`config.mk`:
```
export PLATFORM = sky130hd
export DESIGN_NAME = nearest_obstacle_gap_steering
export DESIGN_NICKNAME = d
export VERILOG_FILES = /design/src/sv/nogs_pkg.sv /design/src/sv/nogs_front.sv /design/src/sv/nogs_fifo.sv /design/src/sv/nogs_back.sv /design/src/sv/nearest_obstacle_gap_steering.sv
export SDC_FILE = /design/constraint.sdc
export NUM_CORES = 1
export LEC_CHECK = 0
export BUFFER_PORTS_ARGS = -buffer_cell sky130_fd_sc_hd__clkbuf_2
export CAP_MARGIN = 30
export CORE_UTILIZATION = 55
export DETAILED_ROUTE_END_ITERATION = 10
export HOLD_SLACK_MARGIN = 0.08
export PLACE_DENSITY_LB_ADDON = 0.12
export SYNTH_ARGS = -nofsm -noshare
export SYNTH_HDL_FRONTEND = slang
export SYNTH_SLANG_ARGS = --single-unit
```
`constraint.sdc`:
```
create_clock -name clk_i -period 21.7 [get_ports clk_i]
set_clock_uncertainty 0.05 [all_clocks]
set_input_delay 2.17 -clock clk_i [delete_from_list [all_inputs] [get_ports clk_i]]
set_output_delay 2.17 -clock clk_i [all_outputs]
set_load 0.02 [all_outputs]
```
`src/sv/nogs_pkg.sv`:
```
// ---------------------------------------------------------------------------
// nogs_pkg: shared types and constants
// Geometry, register codes, the config and result formats and the item format of the candidate queue.
// ---------------------------------------------------------------------------
package nogs_pkg;

  localparam int unsigned FrameWidth = 500;
  localparam int unsigned Centre     = FrameWidth / 2;
  localparam int unsigned QueueDepth = 4;

  localparam logic [16:0] DistOnes = 17'h1FFFF;

  // register indexes of the config port
  localparam logic [1:0] RegDriveEnable = 2'd0;
  localparam logic [1:0] RegSteerGain   = 2'd1;
  localparam logic [1:0] RegBaseSpeed   = 2'd2;
  localparam logic [1:0] RegErrorLimit  = 2'd3;

  typedef struct packed {
    logic       drive_enable;
    logic [7:0] steer_gain;
    logic [6:0] base_speed;
    logic [7:0] error_limit;
  } cfg_t;

  // classified centroid, front to back
  typedef struct packed {
    logic [16:0] dx_sq;
    logic [15:0] dy_sq;
    logic [8:0]  point_x;
    logic        is_left;
    logic        point_valid;
    logic        frame_last;
  } cand_t;

  typedef struct packed {
    logic        right_found;
    logic        left_found;
    logic [8:0]  right_x;
    logic [8:0]  left_x;
    logic [15:0] right_speed;
    logic [15:0] left_speed;
    logic [8:0]  steer_error;
  } res_t;

endpackage

```
`src/sv/nogs_front.sv`:
```
// ---------------------------------------------------------------------------
// nogs_front: centroid classifier
// Splits a centroid by side and forms the two squared offsets from the
// robot point.
// ---------------------------------------------------------------------------
module nogs_front (
  input  logic [8:0]     point_x_i,
  input  logic [7:0]     point_y_i,
  input  logic           point_valid_i,
  input  logic           frame_last_i,
  output nogs_pkg::cand_t cand_o
);

  logic signed [9:0]  dx;
  logic signed [9:0]  dy;
  logic signed [19:0] dx_prod;
  logic signed [19:0] dy_prod;

  assign dx = $signed({1'b0, point_x_i}) - $signed(10'(nogs_pkg::Centre));
  assign dy = $signed({2'b0, point_y_i}) - $signed(10'(nogs_pkg::Centre));
  assign dx_prod = dx * dx;
  assign dy_prod = dy * dy;

  always_comb begin
    cand_o.dx_sq       = dx_prod[16:0];
    cand_o.dy_sq       = dy_prod[15:0];
    cand_o.point_x     = point_x_i;
    cand_o.is_left     = ({1'b0, point_x_i} < 10'(nogs_pkg::Centre));
    cand_o.point_valid = point_valid_i;
    cand_o.frame_last  = frame_last_i;
  end

endmodule

```
`src/sv/nogs_fifo.sv`:
```
// ---------------------------------------------------------------------------
// nogs_fifo: candidate queue
// Small flop-based FIFO between the classifier and the tracker.
// ---------------------------------------------------------------------------
module nogs_fifo #(
  parameter int unsigned Width = 8,
  parameter int unsigned Depth = 4
) (
  input  logic                       clk_i,
  input  logic                       rst_ni,
  input  logic                       push_i,
  input  logic [Width-1:0]           wdata_i,
  input  logic                       pop_i,
  output logic [Width-1:0]           rdata_o,
  output logic                       empty_o,
  output logic                       full_o,
  output logic [$clog2(Depth+1)-1:0] level_o
);

  localparam int unsigned Aw = (Depth > 1) ? $clog2(Depth) : 1;
  localparam int unsigned Lw = $clog2(Depth + 1);

  logic [Width-1:0] mem_q [Depth];
  logic [Aw-1:0]    wptr_q, wptr_d;
  logic [Aw-1:0]    rptr_q, rptr_d;
  logic [Lw-1:0]    cnt_q, cnt_d;

  assign empty_o = (cnt_q == '0);
  assign full_o  = (cnt_q == Lw'(Depth));
  assign level_o = cnt_q;
  assign rdata_o = mem_q[rptr_q];

  always_comb begin
    wptr_d = wptr_q;
    rptr_d = rptr_q;
    if (push_i) begin
      wptr_d = (wptr_q == Aw'(Depth - 1)) ? '0 : wptr_q + 1'b1;
    end
    if (pop_i) begin
      rptr_d = (rptr_q == Aw'(Depth - 1)) ? '0 : rptr_q + 1'b1;
    end
    cnt_d = cnt_q + Lw'(push_i) - Lw'(pop_i);
  end

  always_ff @(posedge clk_i or negedge rst_ni) begin
    if (!rst_ni) begin
      wptr_q <= '0;
      rptr_q <= '0;
      cnt_q  <= '0;
    end else begin
      wptr_q <= wptr_d;
      rptr_q <= rptr_d;
      cnt_q  <= cnt_d;
    end
  end

  always_ff @(posedge clk_i) begin
    if (push_i) begin
      mem_q[wptr_q] <= wdata_i;
    end
  end

endmodule

```
`src/sv/nogs_back.sv`:
```
// ---------------------------------------------------------------------------
// nogs_back: nearest-obstacle tracker and steering pipeline
// Running minimum per side, then error, gain product and saturated speeds.
// ---------------------------------------------------------------------------
module nogs_back (
  input  logic            clk_i,
  input  logic            rst_ni,
  input  nogs_pkg::cfg_t  cfg_i,
  input  nogs_pkg::cand_t cand_i,
  input  logic            cand_vld_i,
  output logic            cand_pop_o,
  output nogs_pkg::res_t  res_o,
  output logic            res_vld_o,
  input  logic            res_rdy_i
);

  function automatic logic [15:0] sat16(input logic signed [18:0] v);
    logic [15:0] r;
    if (v > 19'sd32767) begin
      r = 16'h7FFF;
    end else if (v < -19'sd32768) begin
      r = 16'h8000;
    end else begin
      r = v[15:0];
    end
    return r;
  endfunction

  logic adv;

  // tracker state
  logic [16:0] lbest_q, lbest_d, rbest_q, rbest_d;
  logic [8:0]  lbx_q, lbx_d, rbx_q, rbx_d;
  logic        lseen_q, lseen_d, rseen_q, rseen_d;

  // stage 1: closed frame
  logic       s1_vld_q, s1_vld_d;
  logic [8:0] s1_lx_q, s1_rx_q;
  logic       s1_lf_q, s1_rf_q;

  // stage 2: error and gain product
  logic              s2_vld_q, s2_vld_d;
  logic signed [8:0] s2_err_q;
  logic signed [17:0] s2_corr_q;
  logic              s2_straight_q;
  logic [8:0]        s2_lx_q, s2_rx_q;
  logic              s2_lf_q, s2_rf_q;

  // output register
  logic           out_vld_q, out_vld_d;
  nogs_pkg::res_t out_q;

  logic [17:0] dist_sum;
  logic [16:0] dist_sat;
  logic        pop, l_win, r_win;
  logic [8:0]  fin_lx, fin_rx;

  logic [9:0]         xsum;
  logic signed [9:0]  err10;
  logic signed [8:0]  err;
  logic signed [9:0]  lim;
  logic signed [17:0] corr;
  logic               straight;

  logic signed [18:0] base;
  logic signed [18:0] neg_base;
  logic signed [18:0] corr_w;
  logic signed [18:0] ls_w, rs_w;
  logic [15:0]        ls, rs;

  assign adv        = !out_vld_q || res_rdy_i;
  assign pop        = adv && cand_vld_i;
  assign cand_pop_o = pop;

  // ---- running minimum
  always_comb begin
    dist_sum = {1'b0, cand_i.dx_sq} + {2'b0, cand_i.dy_sq};
    dist_sat = (dist_sum > {1'b0, nogs_pkg::DistOnes}) ? nogs_pkg::DistOnes : dist_sum[16:0];
    l_win    = cand_i.point_valid && cand_i.is_left && (dist_sat < lbest_q);
    r_win    = cand_i.point_valid && !cand_i.is_left && (dist_sat < rbest_q);
    fin_lx   = l_win ? cand_i.point_x : (lseen_q ? lbx_q : '0);
    fin_rx   = r_win ? cand_i.point_x : (rseen_q ? rbx_q : 9'(nogs_pkg::FrameWidth));

    lbest_d = lbest_q;  lbx_d = lbx_q;  lseen_d = lseen_q;
    rbest_d = rbest_q;  rbx_d = rbx_q;  rseen_d = rseen_q;
    if (pop) begin
      if (cand_i.frame_last) begin
        lbest_d = nogs_pkg::DistOnes;  lbx_d = '0;  lseen_d = 1'b0;
        rbest_d = nogs_pkg::DistOnes;  rbx_d = '0;  rseen_d = 1'b0;
      end else begin
        if (l_win) begin
          lbest_d = dist_sat;  lbx_d = cand_i.point_x;  lseen_d = 1'b1;
        end
        if (r_win) begin
          rbest_d = dist_sat;  rbx_d = cand_i.point_x;  rseen_d = 1'b1;
        end
      end
    end
  end

  // ---- error, limit test, gain product
  always_comb begin
    xsum     = {1'b0, s1_lx_q} + {1'b0, s1_rx_q};
    err10    = $signed(10'(nogs_pkg::Centre)) - $signed({1'b0, xsum[9:1]});
    err      = err10[8:0];
    lim      = $signed({2'b0, cfg_i.error_limit});
    straight = (err == '0) || (err10 < -lim) || (err10 > lim);
    corr     = $signed({1'b0, cfg_i.steer_gain}) * err;
  end

  // ---- speeds
  always_comb begin
    base     = $signed({4'b0, cfg_i.base_speed, 8'b0});
    neg_base = -base;
    corr_w   = 19'(s2_corr_q);
    ls_w     = base - corr_w;
    rs_w     = -(base + corr_w);
    if (!cfg_i.drive_enable) begin
      ls = '0;
      rs = '0;
    end else if (s2_straight_q) begin
      ls = base[15:0];
      rs = neg_base[15:0];
    end else begin
      ls = sat16(ls_w);
      rs = sat16(rs_w);
    end
  end

  assign s1_vld_d  = adv ? (pop && cand_i.frame_last) : s1_vld_q;
  assign s2_vld_d  = adv ? s1_vld_q : s2_vld_q;
  assign out_vld_d = adv ? s2_vld_q : out_vld_q;

  always_ff @(posedge clk_i or negedge rst_ni) begin
    if (!rst_ni) begin
      lbest_q   <= nogs_pkg::DistOnes;
      rbest_q   <= nogs_pkg::DistOnes;
      lbx_q     <= '0;
      rbx_q     <= '0;
      lseen_q   <= 1'b0;
      rseen_q   <= 1'b0;
      s1_vld_q  <= 1'b0;
      s2_vld_q  <= 1'b0;
      out_vld_q <= 1'b0;
    end else begin
      lbest_q   <= lbest_d;
      rbest_q   <= rbest_d;
      lbx_q     <= lbx_d;
      rbx_q     <= rbx_d;
      lseen_q   <= lseen_d;
      rseen_q   <= rseen_d;
      s1_vld_q  <= s1_vld_d;
      s2_vld_q  <= s2_vld_d;
      out_vld_q <= out_vld_d;
    end
  end

  always_ff @(posedge clk_i) begin
    if (adv) begin
      s1_lx_q       <= fin_lx;
      s1_rx_q       <= fin_rx;
      s1_lf_q       <= l_win || lseen_q;
      s1_rf_q       <= r_win || rseen_q;
      s2_err_q      <= err;
      s2_corr_q     <= corr;
      s2_straight_q <= straight;
      s2_lx_q       <= s1_lx_q;
      s2_rx_q       <= s1_rx_q;
      s2_lf_q       <= s1_lf_q;
      s2_rf_q       <= s1_rf_q;
      out_q.steer_error <= s2_err_q;
      out_q.left_speed  <= ls;
      out_q.right_speed <= rs;
      out_q.left_x      <= s2_lx_q;
      out_q.right_x     <= s2_rx_q;
      out_q.left_found  <= s2_lf_q;
      out_q.right_found <= s2_rf_q;
    end
  end

  assign res_o     = out_q;
  assign res_vld_o = out_vld_q;

endmodule

```
`src/sv/nearest_obstacle_gap_steering.sv`:
```
// ---------------------------------------------------------------------------
// nearest_obstacle_gap_steering: gap steering from obstacle centroids
// Picks the nearest obstacle on each side of the robot and turns the gap
// midpoint into a steering error and two wheel speeds.
// ---------------------------------------------------------------------------
// Feed the centroids of one frame as a stream, one item per cycle, tlast on
// the last item and tuser=0 for an empty marker. An item is accepted
// whenever the queue is not full; the classifier squares both offsets on
// entry and parks the candidate in a small queue, and the tracker pops one
// candidate per cycle while the output is not held, so the sustained rate
// is then one item per clock. Only a tlast item produces a result; it
// passes the queue entry, then the tracker pops it into the closed-frame
// register, then error/gain product, then speed saturation into the output
// register. All stages halt only when the downstream holds the output; the
// queue absorbs that stall until it fills, then tready drops. Config writes
// take effect at the next edge and should be made while no frame is in
// flight.
// ---------------------------------------------------------------------------
module nearest_obstacle_gap_steering #(
  parameter int unsigned QUEUE_DEPTH = nogs_pkg::QueueDepth
) (
  input  logic        clk_i,
  input  logic        rst_ni,
  // config write port
  input  logic        cfg_we_i,
  input  logic [1:0]  cfg_idx_i,
  input  logic [7:0]  cfg_wdata_i,
  // centroid stream
  input  logic        s_axis_tvalid,
  output logic        s_axis_tready,
  input  logic [23:0] s_axis_tdata,   // [8:0] point_x, [16:9] point_y, rest zero
  input  logic        s_axis_tuser,   // point_valid
  input  logic        s_axis_tlast,   // frame_last
  // steering result stream
  output logic        m_axis_tvalid,
  input  logic        m_axis_tready,
  output logic [63:0] m_axis_tdata   // [8:0] steer_error, [24:9] left_speed,
                                     // [40:25] right_speed, [49:41] left_x,
                                     // [58:50] right_x, [59] left_found,
                                     // [60] right_found, rest zero
);

  localparam int unsigned Lw = $clog2(QUEUE_DEPTH + 1);
  localparam int unsigned CandW = $bits(nogs_pkg::cand_t);

  nogs_pkg::cfg_t  cfg_q, cfg_d;
  nogs_pkg::cand_t cand_in, cand_out;
  nogs_pkg::res_t  res;
  logic [CandW-1:0] q_rdata;
  logic             q_empty, q_full, q_pop, push;
  logic [Lw-1:0]    q_level;

  // config registers
  always_comb begin
    cfg_d = cfg_q;
    if (cfg_we_i) begin
      case (cfg_idx_i)
        nogs_pkg::RegDriveEnable: cfg_d.drive_enable = cfg_wdata_i[0];
        nogs_pkg::RegSteerGain:   cfg_d.steer_gain   = cfg_wdata_i;
        nogs_pkg::RegBaseSpeed:   cfg_d.base_speed   = cfg_wdata_i[6:0];
        nogs_pkg::RegErrorLimit:  cfg_d.error_limit  = cfg_wdata_i;
        default: cfg_d = cfg_q;
      endcase
    end
  end

  always_ff @(posedge clk_i or negedge rst_ni) begin
    if (!rst_ni) begin
      cfg_q.drive_enable <= 1'b0;
      cfg_q.steer_gain   <= 8'd115;
      cfg_q.base_speed   <= 7'd50;
      cfg_q.error_limit  <= 8'd60;
    end else begin
      cfg_q <= cfg_d;
    end
  end

  // front: classify on entry
  nogs_front u_front (
    .point_x_i     (s_axis_tdata[8:0]),
    .point_y_i     (s_axis_tdata[16:9]),
    .point_valid_i (s_axis_tuser),
    .frame_last_i  (s_axis_tlast),
    .cand_o        (cand_in)
  );

  assign s_axis_tready = !q_full;
  assign push          = s_axis_tvalid && !q_full;

  nogs_fifo #(
    .Width (CandW),
    .Depth (QUEUE_DEPTH)
  ) u_queue (
    .clk_i   (clk_i),
    .rst_ni  (rst_ni),
    .push_i  (push),
    .wdata_i (cand_in),
    .pop_i   (q_pop),
    .rdata_o (q_rdata),
    .empty_o (q_empty),
    .full_o  (q_full),
    .level_o (q_level)
  );

  assign cand_out = nogs_pkg::cand_t'(q_rdata);

  // back: tracking and steering
  nogs_back u_back (
    .clk_i      (clk_i),
    .rst_ni     (rst_ni),
    .cfg_i      (cfg_q),
    .cand_i     (cand_out),
    .cand_vld_i (!q_empty),
    .cand_pop_o (q_pop),
    .res_o      (res),
    .res_vld_o  (m_axis_tvalid),
    .res_rdy_i  (m_axis_tready)
  );

  assign m_axis_tdata = {3'b0, res};

  // ---- checks
  a_queue_level: assert property (@(posedge clk_i) disable iff (!rst_ni)
    q_level <= Lw'(QUEUE_DEPTH))
    else $error("candidate queue level out of range");

  a_pop_nonempty: assert property (@(posedge clk_i) disable iff (!rst_ni)
    q_pop |-> !q_empty)
    else $error("pop from empty candidate queue");

  a_left_default: assert property (@(posedge clk_i) disable iff (!rst_ni)
    m_axis_tvalid && !res.left_found |-> res.left_x == '0)
    else $error("left x not defaulted without a left obstacle");

  a_right_default: assert property (@(posedge clk_i) disable iff (!rst_ni)
    m_axis_tvalid && !res.right_found |-> res.right_x == 9'(nogs_pkg::FrameWidth))
    else $error("right x not defaulted without a right obstacle");

endmodule
```
==> results by group <==
Global route
  • Global-route usage over all layers: 22.2%
  • Vias in the first global route: 16.7k
  • Largest net degree at the start of global routing: 71
  • GR Overflow Total: 0
  • Global-route wire length before repair: 84.5 mm
  • M2 GR Usage: 37.8%
  • GR peak layer: met2
  • Met3 Use GR: between 3 and 4%
  • GR Util met1: a little under 30%
  • Initial antenna violation count: 0

Synth
  • Syn. warnings: 0
  • Count of state elements after synthesis: 385
  • Async set-reset flop share out of synthesis: 22.9%
  • Seq/Total Area, Yosys: between 40% and 50%
  • EDFF count, synth: 297
  • Mean area per synthesized cell: roughly 12 sq um
  • Gate Count Post-Synth: 2,173
  • Mapped cell area: ~26,000 sq um
  • Cell variety after synth: 81
  • Top_reg_cell synth: edfxtp_1

CTS
  • CTS tree: done
  • CTS Root Buffer Type: clkbuf_16
  • CTS Buffer Depth: 3
  • Clock sinks: 385
  • Latest clock arrival within the worst-skew pair: 580 ps
  • Cts bufs inserted: 42
  • H-Tree Depth: 2
  • Setup bufs post-CTS: 0
  • Post_cts resized: 0
  • # hold bufs at CTS: 0
  • Clock-pin slew on the worst setup and hold paths: 60 ps

Outcome
  • Outcome: finished, violations left
  • Failing checks: design-rule violations

Routing
  • DRC Markers: 20
  • Final antenna-violating net count: 0
  • TritonRoute pass-1 iters: 9
  • 1st-iter DRT viols: 1,057
  • Drt wl/cell: 17.5 um
  • Vias: 16.2k
  • Drt total wl: 51.2 mm
  • Vias/cell: 5.55

Placed design
  • Place WS: around 13,000 ps
  • Placed inst area: 27,300 sq um
  • Detail Placement HPWL: approximately 38 mm
  • Placer congestion estimate: 0.885
  • IO Port Bufs: 96
  • Post-Place Cells: 2,845

Layout
  • Non-filler cells, final: 2,924
  • Finished Cell Area: 28,700 sq um
  • Multi-input gate area: 13,400 sq um
  • Syn-to-layout area delta: 10.2%
  • Register area: 11,200 sq um
  • Layout cells sized above 1: 13.9%
  • Final net count: 2,742
  • Most frequent cells in the layout: inv_1 (330), edfxtp_1 (297), ha_1 (252), fa_1 (165), nor2_1 (118)
  • FILL cells: 3,712
  • Most common cell after layout, fill and taps aside: inv_1
  • Antenna fix cells: 0

Run
  • Max_cap viols: 0

STA
  • Final setup fails: 0
  • Tcrit/Tclk final: between 30% and 40%
  • Max Transition Viols Final: 0
  • Final hold vios: 0
  • Total negative slack: 0 ps
  • FMAX: approximately 0.12 GHz
  • Fin crit period: 8340 ps
  • Worst setup margin: about 13,000 ps
  • Max_slew headroom: a little under a third
  • RSZ-0062 raised after global routing: no
  • Worst-margin pin slew: 1040 ps

Floorplanning
  • Die height: 220 um
  • I/O pin count: 107
  • Die footprint: 48,200 sq um
  • Starting Density: between 50% and 60%
  • Core area: ~47,000 sq um
  • Die X-Extent: 220 um
  • Rows: 79

Worst hold path
  • Worst hold-check path type: reg2reg

Critical path
  • Required time worst endpoint: 21,940 ps
  • WP data arrival: 8580 ps
  • Startpoint Class: input pin
  • CP Max Fanout: 16
  • Setup CP Type: in2reg
  • Crit path capture type: register
critical path: stages:
cell	delay (ps)
clkbuf_2	240
inv_1	240
ha_1	260
nor2_1	100
and3_1	210
xnor2_1	680
or2_2	260
inv_1	60
fa_1	500
inv_1	50
fa_1	490
inv_1	50
fa_1	470
inv_1	60
fa_1	530
inv_1	50
fa_1	470
ha_1	320
inv_1	60
o21ba_2	220
nor2b_1	120
o21a_1	170
nor4_1	70
o41ai_1	500
xnor2_1	200
final cells by class:
| type | instances | area share [%] |
|---|---|---|
| clock buffers | 52 | 3.86 |
| clock inverters | 25 | 1.05 |
| inverters | 331 | 4.33 |
| multi-input cells | 1408 | 46.8 |
| flip-flops and latches | 385 | 39.0 |
| well taps | 607 | 2.65 |
| repair buffers | 116 | 2.34 |
cell usage after synthesis (all sizes together) (16+ instances only):
library cell    n  area share [%]
dfrtp          42             4.0
xnor2          90             3.0
mux2           26             1.1
buf            16            0.35
nor2b          45             1.1
a21oi          73             1.4
clkbuf         35            0.50
a21o           31            0.89
edfxtp        297              34
o21a           19            0.55
mux4           40             3.5
nor2          118             1.7
a22o           18            0.61
ha            252              12
fa            165              13
nand3          25            0.48
nand2b         22            0.53
nand2          91             1.3
a22oi          22            0.63
o21bai         18            0.52
inv           331             4.8
nor3           28            0.54
xor2           30             1.0
o21ai          70             1.4
and2           47             1.1
dfstp          46             4.6
kinds of logic after synthesis:
family | count (synthesis) | share of synthesized area (%)
AOI/OAI and AO/OA | 337 | 8.85
xor gates and xnor gates | 120 | 4.04
adders and majority gates | 417 | 24.8
buffers and inverters | 382 | 5.62
DFF | 385 | 42.9
muxes | 69 | 4.70
other | 1 | 0.0144
and+or+nand+nor | 462 | 9.08
metrics by stage:
stage          hold WS [ps]  util [%]
6_report                361      61.5
5_1_grt                 373      61.5
4_1_cts                 365      61.5
3_5_place_dp            355      58.5
3_3_place_gp            352      58.3
2_1_floorplan           350         -
path summary, 6_finish.rpt:
check / cells past startpoint / slack (ps) / endpoint / start
worst max-delay path: 25 / 13360 / u_queue.mem_q[0][44] / s_axis_tdata[1]
worst min-delay path: 0 / 360 / u_back.res_o[3] / u_back.s2_err_q[3]
worst max register to register: 21 / 13860 / u_back.lbx_q[4] / u_queue.rptr_q[0]
worst min register to register: 0 / 360 / u_back.res_o[3] / u_back.s2_err_q[3]
max in group asynchronous: 3 / 19350 / cfg_q[13] / rst_ni
min in group asynchronous: 1 / 1360 / u_queue.level_o[1] / rst_ni
metal layers:
layer / wire (um) / vias to the layer above
met4: 1030 / 0
met2: 25400 / 311
met5: 0 / -
met1: 22800 / 8055
li1: - / 7777
met3: 1980 / 73
registers in the layout, indices dropped and copies added, names as in the netlist, 2 cells and up:
| register | cells |
|---|---|
| u_back.s2_lx_q | 9 |
| u_queue.level_o | 3 |
| u_back.s1_rx_q | 9 |
| u_back.rbest_q | 17 |
| u_back.s2_err_q | 9 |
| u_back.s2_rx_q | 9 |
| u_queue.rptr_q | 2 |
| u_back.res_o | 61 |
| u_back.lbx_q | 9 |
| u_back.s2_corr_q | 18 |
| u_back.lbest_q | 17 |
| u_back.rbx_q | 9 |
| u_queue.mem_q | 168 |
| u_back.s1_lx_q | 9 |
| cfg_q | 24 |
| u_queue.wptr_q | 2 |
Power is left out: the tool's default activity adds up to more than one toggle a clock period on the data nets, which glitch-free logic cannot reach.
